--- src/hdl/mtep_pkg.sv ---
// Shared types, constants and helpers of the MIDI track event parser.
package mtep_pkg;

  localparam int TICK_BITS = 40;
  localparam int COL_BITS  = 5;
  localparam int ROW_BITS  = 6;
  localparam int SLOT_BITS = ROW_BITS + COL_BITS;
  localparam int ROWS      = 1 << ROW_BITS;
  localparam int COLS      = 1 << COL_BITS;
  localparam int SLOTS     = 1 << SLOT_BITS;
  localparam int INFO_W    = TICK_BITS + 7;

  typedef logic [TICK_BITS-1:0] tick_t;

  localparam logic [1:0] OP_BYTE  = 2'd0;
  localparam logic [1:0] OP_NEW   = 2'd1;
  localparam logic [1:0] OP_DRAIN = 2'd2;

  localparam logic [3:0] K_NOTE      = 4'd0;
  localparam logic [3:0] K_CC        = 4'd1;
  localparam logic [3:0] K_BEND      = 4'd2;
  localparam logic [3:0] K_PRESSURE  = 4'd3;
  localparam logic [3:0] K_PROGRAM   = 4'd4;
  localparam logic [3:0] K_FIRST_CH  = 4'd5;
  localparam logic [3:0] K_PREFIX    = 4'd6;
  localparam logic [3:0] K_TEMPO     = 4'd7;
  localparam logic [3:0] K_TIMESIG   = 4'd8;
  localparam logic [3:0] K_END       = 4'd9;
  localparam logic [3:0] K_MALFORMED = 4'd10;
  localparam logic [3:0] K_DRAIN_END = 4'd11;

  typedef struct packed {
    logic [1:0] operation;
    logic [7:0] data_byte;
    logic       last_byte;
  } item_t;

  typedef struct packed {
    logic [3:0]  event_kind;
    logic [3:0]  channel;
    logic [6:0]  key;
    logic [13:0] value;
    tick_t       tick;
    tick_t       length_ticks;
    logic        short_note;
    logic [23:0] tempo_us;
    logic [2:0]  den_log2;
    logic        last;
  } result_t;

  typedef enum logic [1:0] {
    NA_NONE = 2'd0,
    NA_ON   = 2'd1,
    NA_OFF  = 2'd2
  } note_act_t;

  typedef struct packed {
    logic                 drain;
    logic                 clear;
    note_act_t            act;
    logic [SLOT_BITS-1:0] idx;
    tick_t                tick;
    logic [6:0]           vel;
    logic [1:0]           nres;
    result_t [1:0]        res;
  } stage_t;

  typedef struct packed {
    logic [1:0]    n;
    result_t [1:0] res;
  } push_t;

  function automatic result_t mk_simple(logic [3:0] kind, logic [3:0] ch, logic [6:0] key,
                                        logic [13:0] val, tick_t tick);
    result_t r;
    r            = '0;
    r.event_kind = kind;
    r.channel    = ch;
    r.key        = key;
    r.value      = val;
    r.tick       = tick;
    return r;
  endfunction

endpackage

--- src/hdl/mtep_outq.sv ---
// Four-entry result queue taking up to two items per cycle.
module mtep_outq (
  input  logic              clk,
  input  logic              rst,
  input  mtep_pkg::push_t   push,
  input  logic              result_ready,
  output logic              result_valid,
  output mtep_pkg::result_t result,
  output logic              room
);

  mtep_pkg::result_t q [4];
  logic [1:0] head, tail;
  logic [2:0] count;
  logic       pop;

  assign result_valid = count != '0;
  assign result       = q[head];
  assign pop          = result_valid && result_ready;
  assign room         = count <= 3'd2;

  always_ff @(posedge clk) begin
    if (push.n != '0) begin
      q[tail] <= push.res[0];
    end
    if (push.n == 2'd2) begin
      q[tail + 2'd1] <= push.res[1];
    end
    if (rst) begin
      head  <= '0;
      tail  <= '0;
      count <= '0;
    end else begin
      head  <= head + {1'b0, pop};
      tail  <= tail + push.n;
      count <= count + {1'b0, push.n} - {2'b00, pop};
    end
  end

  a_no_overflow: assert property (@(posedge clk) disable iff (rst)
    push.n != '0 |-> count <= 3'd2)
    else $error("result queue overflow");

endmodule

--- config.mk ---
export PLATFORM = sky130hd
export DESIGN_NAME = mtep_outq
export DESIGN_NICKNAME = d
export VERILOG_FILES = /design/src/hdl/mtep_pkg.sv /design/src/hdl/mtep_outq.sv
export SDC_FILE = /design/constraint.sdc
export NUM_CORES = 1
export LEC_CHECK = 0
export BUFFER_PORTS_ARGS = -buffer_cell sky130_fd_sc_hd__buf_2
export CELL_PAD_IN_SITES_DETAIL_PLACEMENT = 1
export CELL_PAD_IN_SITES_GLOBAL_PLACEMENT = 1
export CORE_MARGIN = 8
export CORE_UTILIZATION = 49
export DETAILED_ROUTE_END_ITERATION = 16
export PLACE_DENSITY = 0.84
export SLEW_MARGIN = 20
export SYNTH_ARGS = -nofsm -noshare
export SYNTH_HDL_FRONTEND = slang
export SYNTH_SLANG_ARGS = --single-unit
--- constraint.sdc ---
create_clock -name clk -period 15.8 [get_ports clk]
set_input_delay 0.79 -clock clk [delete_from_list [all_inputs] [get_ports clk]]
set_output_delay 0.79 -clock clk [all_outputs]
set_load 0.01 [all_outputs]
==> results.ini <==
[sta]
rsz0062_at_grt = false
clock_period_minus_final_worst_setup_slack_ns = 4.41
report.final.slew_viol_count = 0
relSlewSlack_pct = 28.5
setup-violations-final = 0
fmaxAchievable_mhz = 227
finalCritPeriodShare_pct = 27.9
final_hold_viol_count = 0
skew_ns = 0.0119
postLayoutSetupSlackWorst_ns = 11.39
fin_tns_setup_ns = 0
worst_pin_slew_ns = 1.07

[cells_and_area]
layout_commonest_cell = edfxtp_1
proportion_of_layout_cells_with_a_drive_suffix_above_1_pct = 64.0
nNetsFinal = 2075
final_cell_mix = edfxtp_1, buf_2, mux2_2
ff_latch_area_sq_um = 16700
multiInputGateArea_sq_um = 10100
area_growth_pct = 16.1
fillerInstances = 5147

[grt]
antenna_found_initial = 38
grt_start_max_net_pins = 139
first_global_vias = 16989
grt_pass1_wl_microns = 108000
grt_overflow = 0
overall_routing_resource_usage_pct = 22.1

[setup_path]
cp.required_ns = 15.01
max_stage_delay_ns = 0.81
worstSetupEndpointType = primary output
arrival_ns = 3.62
critical_path.slowest_cell = buf_4
startpoint_types = flip-flop
crit_family = buffers and inverters
path_common_cell = buf_4
path_buf_inv = 3
critPathMaxFanout = 43
worstPathCellList = buf_4 -> buf_4 -> mux4_2 -> buf_2
criticalPathCategory = flip-flop to primary output

[place]
hpwlAfterDp_microns = 45600
gp_congestion = 0.766
place_worst_setup_slack_ns = 11.57
placement.io_buffers = 420

[power]
p_leak_nw = 11.2
powerDensity_nw_per_um2 = 130
vdd_drop_max_mv = 0.100

[route]
post_drt_wl_per_cell_microns = 28.0
totalWireLength_microns = 73200
vias_after_detailed_routing = 15022
post-route-drc-count = 0
drt.antenna.violating_nets = 0
first_pass_iters = 4
viasPerCell = 5.74
drt_iter0_drc = 903

[floorplan]
placeableCoreArea_sq_um = 56000
ioPinCount = 421
die_width_microns = 253
floorplan.die.height_microns = 253
initial_core_utilization_pct = 49.2
die_area_sq_um = 64000
num_rows = 87

[cts]
cts_htree_levels = 2
clk-insertion-delay-late_ns = 0.60
post_cts_resized = 0
cts-root-buf = clkbuf_16
post-cts-setup-buffer-count = 0
cts.sinks = 559
cts-root-to-sink-buffers = 3
worst_setup_hold_path_clk_slew_ns = 0.06
tritoncts.num_buffers = 58
tritoncts = yes
hold_buffers = 0

[yosys]
yosys.area_share.xor_xnor_pct = 0.164
number_of_register_bits_inferred_by_synthesis = 559
avgSynthCellArea_sq_um = 19.9
yosysSeqAreaShare_pct = 60.8
yosys_warnings = 0
synth-compound-area-share_pct = 0.150
synthesized_area_fraction_occupied_by_adder_cells_pct = 0.209
synthCells = 1379
synth.net_count = 1664
synth_top_family_by_area = multiplexers
synth.lib_cells_used.distinct = 29
synth.area.mux_share_pct = 35.4
post_synth_design_cell_area_sq_um = 27500
post_synth_and_or_nand_nor_area_fraction_pct = 0.450

[min_path]
hp-class = input pin to flip-flop

[run]
maxCapViolCount = 0

[run_status]
status = completed

through the flow:
step	area (sq um)	std cells	hold slack [ns]	utilization [%]	power (mW)
3_5_place_dp	30000	2486	0.737	53.7	2.85
4_1_cts	31900	2591	0.466	57.0	4.19
2_1_floorplan	27500	1379	0.657	-	2.53
5_1_grt	31900	2608	0.482	57.0	4.29
3_3_place_gp	30000	2486	0.699	53.7	2.82
6_report	31900	2618	0.513	57.1	4.15
cells by family after synthesis:
kind of cell / after synthesis
xor+xnor: 2
simple gates: 17
flops: 559
fa+ha+maj: 4
compound gates: 6
mux: 694
buf+inv: 97
synthesized netlist by cell type:
cell | count | area, sq um
edfxtp_1 | 552 | 16600
mux2_2 | 405 | 4560
mux4_2 | 138 | 3110
mux2_4 | 100 | 1500
mux2_1 | 49 | 552
buf_6 | 28 | 315
buf_2 | 25 | 125
buf_4 | 20 | 150
buf_8 | 9 | 135
dfxtp_1 | 7 | 140
clkbuf_1 | 6 | 22.5
nor2_1 | 6 | 22.5
buf_1 | 5 | 18.8
nor2b_1 | 5 | 31.3
inv_1 | 4 | 15.0
ha_1 | 3 | 37.5
and4bb_1 | 2 | 25.0
mux2i_1 | 2 | 20.0
o21bai_1 | 2 | 15.0
xnor3_1 | 2 | 45.0
a21oi_1 | 1 | 5.00
fa_1 | 1 | 20.0
nand4b_1 | 1 | 8.76
nor4b_4 | 1 | 23.8
o21ai_0 | 1 | 5.00
o311ai_0 | 1 | 8.76
o31ai_1 | 1 | 7.51
or2_2 | 1 | 6.26
or3_1 | 1 | 6.26
routing by layer:
metal | up-vias | part of all wire, % | GRT usage, % | wire length, microns
met4 | 30 | 2.0 | 6.44 | 1440
met2 | 461 | 52 | 38.5 | 37800
met5 | - | 0.28 | 0 | 207
li1 | 6559 | - | - | -
met3 | 117 | 7.2 | 6.36 | 5240
met1 | 7855 | 39 | 26.6 | 28500
sequential cells by signal (all words and copies together), names as in the netlist:
register  cells
q           552
head          2
count         3
tail          2
report_power, final:
part / leakage (nW) / switching (mW) / internal [mW]
registers: 5.24 / 0.0627 / 1.82
clock network: 0.896 / 0.570 / 0.762
logic: 5.11 / 0.486 / 0.440
final timing paths:
kind	startpoint	to	slack (ns)	depth (start not counted)
setup / recovery	head[0]	result[72]	11.39	4
hold / removal	push[122]	q[3][122]	0.51	2
setup reg to reg	tail[0]	q[0][57]	12.19	4
hold reg to reg	count[2]	count[2]	0.75	2
layout make-up:
type / instances / share of cell area, %
diodes: 27 / 0.212
inverters: 4 / 0.0470
multi-input cells: 723 / 31.5
clock buffers: 84 / 5.24
flip-flops and latches: 559 / 52.4
clock inverters: 21 / 0.466
well taps: 756 / 2.96
repair buffers: 444 / 7.22
worst register-to-register path, stage by stage (launching register included):
cell and delay, ns:
dfxtp_1 0.40, o21bai_1 0.29, o21ai_4 0.81, buf_4 0.79, buf_4 0.83
Power figures use the tool's default switching activity.
