$ cat config.mk
export PLATFORM = sky130hd
export DESIGN_NAME = mtep_parser
export DESIGN_NICKNAME = d
export VERILOG_FILES = /design/src/hdl/mtep_pkg.sv /design/src/hdl/mtep_parser.sv
export SDC_FILE = /design/constraint.sdc
export NUM_CORES = 1
export LEC_CHECK = 0
export BUFFER_PORTS_ARGS = -buffer_cell sky130_fd_sc_hd__buf_2
export CAP_MARGIN = 20
export CORE_ASPECT_RATIO = 0.7
export CORE_MARGIN = 2
export CORE_UTILIZATION = 36
export CTS_BUF_LIST = sky130_fd_sc_hd__clkbuf_8 sky130_fd_sc_hd__clkbuf_16
export DETAILED_ROUTE_END_ITERATION = 12
export PLACE_DENSITY = 0.54
export SLEW_MARGIN = 15
export SYNTH_ARGS = -nofsm -noshare
export SYNTH_HDL_FRONTEND = slang
export SYNTH_SLANG_ARGS = --single-unit
$ cat constraint.sdc
create_clock -name clk -period 16.36 [get_ports clk]
set_clock_uncertainty 0.05 [all_clocks]
set_input_delay 3.272 -clock clk [delete_from_list [all_inputs] [get_ports clk]]
set_output_delay 3.272 -clock clk [all_outputs]
set_load 0.01 [all_outputs]
$ cat src/hdl/mtep_pkg.sv
// Shared types, constants and helpers of the MIDI track event parser.
package mtep_pkg;

  localparam int TICK_BITS = 40;
  localparam int COL_BITS  = 5;
  localparam int ROW_BITS  = 6;
  localparam int SLOT_BITS = ROW_BITS + COL_BITS;
  localparam int ROWS      = 1 << ROW_BITS;
  localparam int COLS      = 1 << COL_BITS;
  localparam int SLOTS     = 1 << SLOT_BITS;
  localparam int INFO_W    = TICK_BITS + 7;

  typedef logic [TICK_BITS-1:0] tick_t;

  localparam logic [1:0] OP_BYTE  = 2'd0;
  localparam logic [1:0] OP_NEW   = 2'd1;
  localparam logic [1:0] OP_DRAIN = 2'd2;

  localparam logic [3:0] K_NOTE      = 4'd0;
  localparam logic [3:0] K_CC        = 4'd1;
  localparam logic [3:0] K_BEND      = 4'd2;
  localparam logic [3:0] K_PRESSURE  = 4'd3;
  localparam logic [3:0] K_PROGRAM   = 4'd4;
  localparam logic [3:0] K_FIRST_CH  = 4'd5;
  localparam logic [3:0] K_PREFIX    = 4'd6;
  localparam logic [3:0] K_TEMPO     = 4'd7;
  localparam logic [3:0] K_TIMESIG   = 4'd8;
  localparam logic [3:0] K_END       = 4'd9;
  localparam logic [3:0] K_MALFORMED = 4'd10;
  localparam logic [3:0] K_DRAIN_END = 4'd11;

  typedef struct packed {
    logic [1:0] operation;
    logic [7:0] data_byte;
    logic       last_byte;
  } item_t;

  typedef struct packed {
    logic [3:0]  event_kind;
    logic [3:0]  channel;
    logic [6:0]  key;
    logic [13:0] value;
    tick_t       tick;
    tick_t       length_ticks;
    logic        short_note;
    logic [23:0] tempo_us;
    logic [2:0]  den_log2;
    logic        last;
  } result_t;

  typedef enum logic [1:0] {
    NA_NONE = 2'd0,
    NA_ON   = 2'd1,
    NA_OFF  = 2'd2
  } note_act_t;

  typedef struct packed {
    logic                 drain;
    logic                 clear;
    note_act_t            act;
    logic [SLOT_BITS-1:0] idx;
    tick_t                tick;
    logic [6:0]           vel;
    logic [1:0]           nres;
    result_t [1:0]        res;
  } stage_t;

  typedef struct packed {
    logic [1:0]    n;
    result_t [1:0] res;
  } push_t;

  function automatic result_t mk_simple(logic [3:0] kind, logic [3:0] ch, logic [6:0] key,
                                        logic [13:0] val, tick_t tick);
    result_t r;
    r            = '0;
    r.event_kind = kind;
    r.channel    = ch;
    r.key        = key;
    r.value      = val;
    r.tick       = tick;
    return r;
  endfunction

endpackage

$ cat src/hdl/mtep_parser.sv
// Byte-level track parser: delta times, status, meta and sysex handling.
module mtep_parser (
  input  logic                   clk,
  input  logic                   rst,
  input  logic                   accept,
  input  mtep_pkg::item_t        item,
  output mtep_pkg::stage_t       stage
);

  localparam int TICK_BITS_W = mtep_pkg::TICK_BITS;

  typedef enum logic [8:0] {
    PH_DELTA     = 9'b000000001,
    PH_STATUS    = 9'b000000010,
    PH_META_TYPE = 9'b000000100,
    PH_META_LEN  = 9'b000001000,
    PH_META_DATA = 9'b000010000,
    PH_SYSEX_LEN = 9'b000100000,
    PH_SKIP      = 9'b001000000,
    PH_DATA1     = 9'b010000000,
    PH_DATA2     = 9'b100000000
  } phase_t;

  phase_t          phase, phase_next, p_phase;
  mtep_pkg::tick_t tick, tick_next, p_tick;
  logic [7:0]      rs, rs_next, p_rs;
  logic [27:0]     acc, acc_next, p_acc;
  logic [2:0]      cnt, cnt_next, p_cnt;
  logic [7:0]      mt, mt_next, p_mt;
  logic [27:0]     skip, skip_next, p_skip;
  logic [23:0]     cap, cap_next, p_cap;
  logic [2:0]      seen, seen_next, p_seen;
  logic            fin, fin_next, p_fin;

  logic [7:0]  b;
  logic [27:0] acc_v;
  logic [2:0]  cnt_v;
  logic        vdone, vlong;
  logic [TICK_BITS_W:0] sum_t;
  logic        data1_path, chan_do, meta_do;
  logic [6:0]  cd1, cd2;
  logic [3:0]  ch, hi;
  logic [27:0] mlen, pos, skip_dec;
  logic [23:0] mcap, capv;
  logic        f5, mv, mal2;
  mtep_pkg::result_t mres;
  mtep_pkg::note_act_t p_act;
  logic        parsing;

  assign b        = item.data_byte;
  assign acc_v    = {acc[20:0], b[6:0]};
  assign cnt_v    = cnt + 3'd1;
  assign vdone    = !b[7];
  assign vlong    = b[7] && (cnt_v >= 3'd4);
  assign sum_t    = {1'b0, tick} + {{(TICK_BITS_W-27){1'b0}}, acc_v};
  assign ch       = rs[3:0];
  assign hi       = rs[7:4];
  assign pos      = acc - skip;
  assign skip_dec = skip - 28'd1;

  always_comb begin
    p_phase = phase; p_tick = tick; p_rs = rs; p_acc = acc; p_cnt = cnt;
    p_mt = mt; p_skip = skip; p_cap = cap; p_seen = seen; p_fin = fin;
    data1_path = 1'b0; chan_do = 1'b0; meta_do = 1'b0;
    cd1 = '0; cd2 = '0; mlen = '0; mcap = '0; capv = cap;
    f5 = 1'b0; mv = 1'b0; mal2 = 1'b0; mres = '0; p_act = mtep_pkg::NA_NONE;
    unique case (phase)
      PH_STATUS: begin
        p_acc = '0;
        p_cnt = '0;
        if (b == 8'hFF) begin
          p_phase = PH_META_TYPE;
        end else if (b == 8'hF0 || b == 8'hF7) begin
          p_phase = PH_SYSEX_LEN;
        end else if (b[7]) begin
          if (b >= 8'hF0) begin
            mv = 1'b1; mres.event_kind = mtep_pkg::K_MALFORMED; p_fin = 1'b1;
          end else begin
            p_rs = b;
            p_phase = PH_DATA1;
          end
        end else if (rs == 8'h00) begin
          mv = 1'b1; mres.event_kind = mtep_pkg::K_MALFORMED; p_fin = 1'b1;
        end else begin
          data1_path = 1'b1;
        end
      end
      PH_DATA1: begin
        data1_path = 1'b1;
      end
      PH_DATA2: begin
        chan_do = 1'b1;
        cd1 = cap[6:0];
        cd2 = b[6:0];
      end
      PH_META_TYPE: begin
        p_mt = b;
        p_phase = PH_META_LEN;
      end
      PH_META_LEN: begin
        p_acc = acc_v;
        p_cnt = cnt_v;
        if (vlong) begin
          mv = 1'b1; mres.event_kind = mtep_pkg::K_MALFORMED; p_fin = 1'b1;
        end else if (vdone) begin
          p_rs = '0;
          p_cap = '0;
          if (acc_v == '0) begin
            meta_do = 1'b1;
          end else begin
            p_skip = acc_v;
            p_phase = PH_META_DATA;
          end
        end
      end
      PH_META_DATA: begin
        case (pos)
          28'd0:   capv = cap | {b, 16'h0000};
          28'd1:   capv = cap | {8'h00, b, 8'h00};
          28'd2:   capv = cap | {16'h0000, b};
          default: capv = cap;
        endcase
        p_cap = capv;
        p_skip = skip_dec;
        if (skip_dec == '0) begin
          meta_do = 1'b1;
          mlen = acc;
          mcap = capv;
        end
      end
      PH_SYSEX_LEN: begin
        p_acc = acc_v;
        p_cnt = cnt_v;
        if (vlong) begin
          mv = 1'b1; mres.event_kind = mtep_pkg::K_MALFORMED; p_fin = 1'b1;
        end else if (vdone) begin
          p_rs = '0;
          p_skip = acc_v;
          p_acc = '0;
          p_cnt = '0;
          p_phase = (acc_v == '0) ? PH_DELTA : PH_SKIP;
        end
      end
      PH_SKIP: begin
        p_skip = skip_dec;
        if (skip_dec == '0) begin
          p_phase = PH_DELTA;
        end
      end
      default: begin
        p_acc = acc_v;
        p_cnt = cnt_v;
        p_phase = PH_DELTA;
        if (vlong) begin
          mv = 1'b1; mres.event_kind = mtep_pkg::K_MALFORMED; p_fin = 1'b1;
        end else if (vdone) begin
          p_tick = sum_t[TICK_BITS_W] ? '1 : sum_t[TICK_BITS_W-1:0];
          p_acc = '0;
          p_cnt = '0;
          p_phase = PH_STATUS;
        end
      end
    endcase

    if (data1_path) begin
      if (hi == 4'hC || hi == 4'hD) begin
        chan_do = 1'b1;
        cd1 = b[6:0];
        cd2 = '0;
      end else begin
        p_cap = {17'h00000, b[6:0]};
        p_phase = PH_DATA2;
      end
    end

    if (chan_do) begin
      p_phase = PH_DELTA;
      if (!seen[0]) begin
        p_seen[0] = 1'b1;
        f5 = 1'b1;
      end
      case (hi)
        4'h9: p_act = (cd2 != '0) ? mtep_pkg::NA_ON : mtep_pkg::NA_OFF;
        4'h8: p_act = mtep_pkg::NA_OFF;
        4'hB: begin
          mv = 1'b1; mres = mtep_pkg::mk_simple(mtep_pkg::K_CC, ch, cd1, {7'h00, cd2}, '0);
        end
        4'hE: begin
          mv = 1'b1; mres = mtep_pkg::mk_simple(mtep_pkg::K_BEND, ch, '0, {cd2, cd1}, '0);
        end
        4'hD: begin
          mv = 1'b1;
          mres = mtep_pkg::mk_simple(mtep_pkg::K_PRESSURE, ch, '0, {7'h00, cd1}, '0);
        end
        4'hC: begin
          if (!seen[1]) begin
            p_seen[1] = 1'b1;
            mv = 1'b1;
            mres = mtep_pkg::mk_simple(mtep_pkg::K_PROGRAM, ch, '0, {7'h00, cd1}, '0);
          end
        end
        default: p_act = mtep_pkg::NA_NONE;
      endcase
    end

    if (meta_do) begin
      p_acc = '0;
      p_cnt = '0;
      p_phase = PH_DELTA;
      case (mt)
        8'h2F: begin
          p_fin = 1'b1;
          mv = 1'b1; mres.event_kind = mtep_pkg::K_END;
        end
        8'h51: begin
          if (mlen >= 28'd3 && mcap != '0) begin
            mv = 1'b1; mres.event_kind = mtep_pkg::K_TEMPO; mres.tempo_us = mcap;
          end
        end
        8'h58: begin
          if (mlen >= 28'd2 && mcap[23:16] != 8'h00 && mcap[15:8] <= 8'd7) begin
            mv = 1'b1;
            mres.event_kind = mtep_pkg::K_TIMESIG;
            mres.value = {6'h00, mcap[23:16]};
            mres.den_log2 = mcap[10:8];
          end
        end
        8'h20: begin
          if (!seen[2] && mlen >= 28'd1) begin
            p_seen[2] = 1'b1;
            mv = 1'b1; mres.event_kind = mtep_pkg::K_PREFIX; mres.channel = mcap[19:16];
          end
        end
        default: mv = 1'b0;
      endcase
    end

    if (!p_fin && item.last_byte) begin
      if (p_phase != PH_DELTA) begin
        mal2 = 1'b1;
      end
      p_fin = 1'b1;
    end
    mres.tick = p_tick;
  end

  assign parsing = (item.operation == mtep_pkg::OP_BYTE) && !fin;

  always_comb begin
    phase_next = phase; tick_next = tick; rs_next = rs; acc_next = acc; cnt_next = cnt;
    mt_next = mt; skip_next = skip; cap_next = cap; seen_next = seen; fin_next = fin;
    if (accept && item.operation == mtep_pkg::OP_NEW) begin
      phase_next = PH_DELTA; tick_next = '0; rs_next = '0; acc_next = '0; cnt_next = '0;
      mt_next = '0; skip_next = '0; cap_next = '0; seen_next = '0; fin_next = 1'b0;
    end else if (accept && parsing) begin
      phase_next = p_phase; tick_next = p_tick; rs_next = p_rs; acc_next = p_acc;
      cnt_next = p_cnt; mt_next = p_mt; skip_next = p_skip; cap_next = p_cap;
      seen_next = p_seen; fin_next = p_fin;
    end
  end

  always_comb begin
    stage       = '0;
    stage.drain = (item.operation == mtep_pkg::OP_DRAIN);
    stage.clear = (item.operation == mtep_pkg::OP_NEW);
    stage.tick  = tick;
    if (parsing) begin
      stage.tick = p_tick;
      stage.act  = p_act;
      stage.idx  = {ch, cd1};
      stage.vel  = cd2;
      if (f5) begin
        stage.res[stage.nres[0]] =
          mtep_pkg::mk_simple(mtep_pkg::K_FIRST_CH, ch, '0, '0, p_tick);
        stage.nres = stage.nres + 2'd1;
      end
      if (mv) begin
        stage.res[stage.nres[0]] = mres;
        stage.nres = stage.nres + 2'd1;
      end
      if (mal2) begin
        stage.res[stage.nres[0]] =
          mtep_pkg::mk_simple(mtep_pkg::K_MALFORMED, '0, '0, '0, p_tick);
        stage.nres = stage.nres + 2'd1;
      end
    end
  end

  always_ff @(posedge clk) begin
    if (rst) begin
      phase <= PH_DELTA; tick <= '0; rs <= '0; acc <= '0; cnt <= '0;
      mt <= '0; skip <= '0; cap <= '0; seen <= '0; fin <= 1'b0;
    end else begin
      phase <= phase_next; tick <= tick_next; rs <= rs_next; acc <= acc_next;
      cnt <= cnt_next; mt <= mt_next; skip <= skip_next; cap <= cap_next;
      seen <= seen_next; fin <= fin_next;
    end
  end

endmodule

==> flow_summary.yaml <==
global_routing:
  global_route_wire_length_before_repair_um: 84800
  grt_start_max_net_pins: 77
  total_congestion_overflow: 0
  groute.usage.overall_pct: 25.5
  grt_pass1_vias: 14100
  antenna_found_initial: 0
critical_path:
  criticalPathCategory: "in2out"
  critPathCaptureType: "primary output"
  critical_path_depth: 16
  path_cells: "buf_2, inv_1, fa_1, nor2b_1, o21a_1, o21ai_0, a31oi_1, a31oi_1, o21ai_0, a41oi_1, nor3_1, nand2b_1, and3_1, o21bai_1, nor3_2, buf_2"
  cp_slowest_stage_delay_ns: 0.70
  critPathSlowestCell: "nor3_1"
  crit_path_max_fanout: 19
  worst_ep_arrival_time_ns: 8.00
  critical_path_required_ns: 13.04
  cp-start-kind: "primary input"
  reg2regPathDepth: 15
  worstPathBufferInverterCount: 3
  path_delay_family: "compound AO/OA/AOI/OAI gates"
synthesis:
  synth_compound_gate_area_share_pct: 28.6
  dominant_combinational_cell_family_by_area_after_synthesis: "simple AND/OR/NAND/NOR gates"
  instance_count_of_the_mapped_netlist: 2053
  synth_warnings: 0
  synth_simple_gate_area_share_pct: 29.7
  multiplexer_share_of_the_synthesized_area_pct: 1.29
  ys_seq_elements: 152
  post_synth_fa_ha_maj_area_fraction_pct: 5.42
  synth.top_cell.area_share_pct: 20.9
  async_reset_ff_share_pct: 0
  synth-main-ff-cell: "dfxtp_1"
  syn-mean-instance-area_um2: 7.11
  synth_edf_count: 0
  post_synth_xor_xnor_area_pct: 2.64
  synthTopCellsByArea: "dfxtp_1 21%, nor2_1 7.1%, a21oi_1 6.1%"
  yosysSeqAreaShare_pct: 20.9
  yosys.area.top_type: "dfxtp_1"
  synthesis.area_um2: 14600
  synthDistinctLibCells: 102
power:
  cellLeakagePower_uw: 0.00706
  peakVddDrop_v: 0.0000723
  power-per-cell-area_nw_per_um2: 55.8
cts:
  cts.root.buffer_cell: "clkbuf_16"
  clockBufferDepth: 2
  insertion_delay_ns: 0.45
  total_clock_buffers_created_by_cts: 17
  cts_sinks: 152
  cts_max_level: 4
  postCtsSetupBuffers: 0
  cts_tree: "yes"
  cts-hold-fix-buffers: 0
  number_of_gates_resized_after_cts: 0
  cts.reportedPaths.clkPinSlew_ns: 0.07
die:
  floorplan.initialDensity_pct: 36.6
  placeableCoreArea_um2: 39800
  die_x_um: 245
  ios: 354
  die_area_um2: 42200
  die_y_um: 172
  rows: 61
drt:
  drtAntennaViolNets: 0
  num_vias: 16000
  drt-vias-per-instance: 5.84
  routed_wl_um: 55700
  drt_pre_antenna_iters: 6
  drcViolationCount: 0
  routed_wire_length_per_instance_um: 20.3
  initialDrtViolationCount: 1814
sta:
  relSlewSlack_pct: 26.5
  fin_setup_tns_ns: 0
  finalSetupViolations: 0
  max_slew.worst_pin.slew_ns: 1.09
  clock.fmax_mhz: 88.4
  final_critical_path_setup_slack_ns: 5.04
  timing.final.hold_violations: 0
  grt_setup_unrepaired: "false"
  slew_viol_final: 0
  final.period_utilization_pct: 69.2
  period_needed_ns: 11.32
min_path:
  hold_path.class: "reg2reg"
  timing.hold.worst_path_depth: 2
flow_run:
  maxCapViolCount: 0
final_layout:
  register_area_um2: 3040
  drive_gt1_share_pct: 19.0
  n_fill_cell: 4247
  syn_to_final_growth_pct: 11.4
  multi_input_area_um2: 10300
  antenna-diode-count: 0
  total_number_of_nets_in_the_final_design: 2266
status:
  status: "finished clean"
placed_design:
  finalWeightedCongestion: 0.953
  hpwl_um: 42100
  io_buffers: 242
  pre_cts_ws_ns: 5.09
-- final cells by class --
cell class,instances,share of cell area [%]
clock inverter,14,0.878
inverter,55,1.27
timing repair buffer,267,8.66
multi-input combinational,1697,63.6
clock buffer,18,2.70
sequential,152,18.7
tap,535,4.12
-- logic make-up (layout without fill, tap and decap cells) --
| group | count (synthesis) | count (layout) |
|---|---|---|
| flip-flops | 152 | 152 |
| XOR/XNOR | 44 | 44 |
| multiplexers | 18 | 18 |
| other | 1 | 111 |
| buffers and inverters | 314 | 354 |
| AND/OR/NAND/NOR | 859 | 859 |
| adder cells (fa/ha/maj) | 62 | 62 |
| AO/OA/AOI/OAI | 603 | 603 |
-- cell usage after synthesis (all sizes together), types with 53 or more instances --
library cell,n
nor2,305
nand2,184
a21oi,179
dfxtp,152
buf,139
clkbuf,119
o21ai,93
nor3,62
ha,60
nand3,57
inv,55
a22oi,53
-- where the power goes --
part,internal [uW],switching (uW),leakage (uW),total (uW)
registers,373,4.92,0.00123,378
clock network,217,183,0.000283,400
logic,35.5,93.4,0.00555,129
-- through the flow --
step / power (uW) / cells / cell area [um^2] / utilization (%) / hold slack (ns)
2_1_floorplan: 494 / 2163 / 15000 / - / 0.390
3_3_place_gp: 512 / 2705 / 15600 / 39.3 / 0.409
3_5_place_dp: 512 / 2706 / 15700 / 39.3 / 0.421
4_1_cts: 910 / 2738 / 16200 / 40.8 / 0.430
5_1_grt: 941 / 2738 / 16200 / 40.8 / 0.445
6_report: 907 / 2738 / 16200 / 40.8 / 0.435
-- registers in the layout, summed over array words and instances, names as in the netlist --
name,count
acc,28
cap,24
cnt,3
fin,1
mt,8
phase,9
rs,8
seen,3
skip,28
tick,40
-- metal layers --
metal | track usage [%] | vias up | share of wire [%]
li1 | - | 7552 | -
met1 | 39.7 | 7684 | 50
met2 | 35.5 | 715 | 40
met3 | 5.00 | 41 | 8.8
met4 | 5.12 | 0 | 1.2
met5 | 0 | - | 0
-- placed cells by master (no fill, tap or decap), types with 14 or more instances in the layout --
cell type	count
conb_1	111
or3_1	14
nand2_1	184
o221ai_1	27
a21o_1	30
xor2_1	20
clkbuf_16	17
nor3_1	50
and3_1	26
nand2b_1	27
buf_4	24
a21oi_1	177
a22oi_1	52
nor2b_1	21
a211oi_1	19
and2_1	14
nor2_1	275
nand4_1	37
inv_1	55
dfxtp_1	152
xnor2_1	24
o211ai_1	18
ha_1	60
nand3_1	56
o21ai_0	86
nor2_2	30
mux2i_1	15
o21a_1	21
nor4_1	36
o221a_2	27
buf_2	242
a31oi_1	21
-- tightest hold or removal path: stages (launching register included) --
cell and delay (ns):
dfxtp_1 0.33, nand2_1 0.06, a21oi_1 0.05
-- path summary, 6_finish.rpt --
path                end  slack [ns]  startpoint
max reg2reg      cap[0]       10.73      acc[0]
min reg2reg     cap[14]        0.44     cap[14]
max          stage[104]        5.04     item[2]
min             cap[14]        0.44     cap[14]
(Power assumes the default switching activity.)
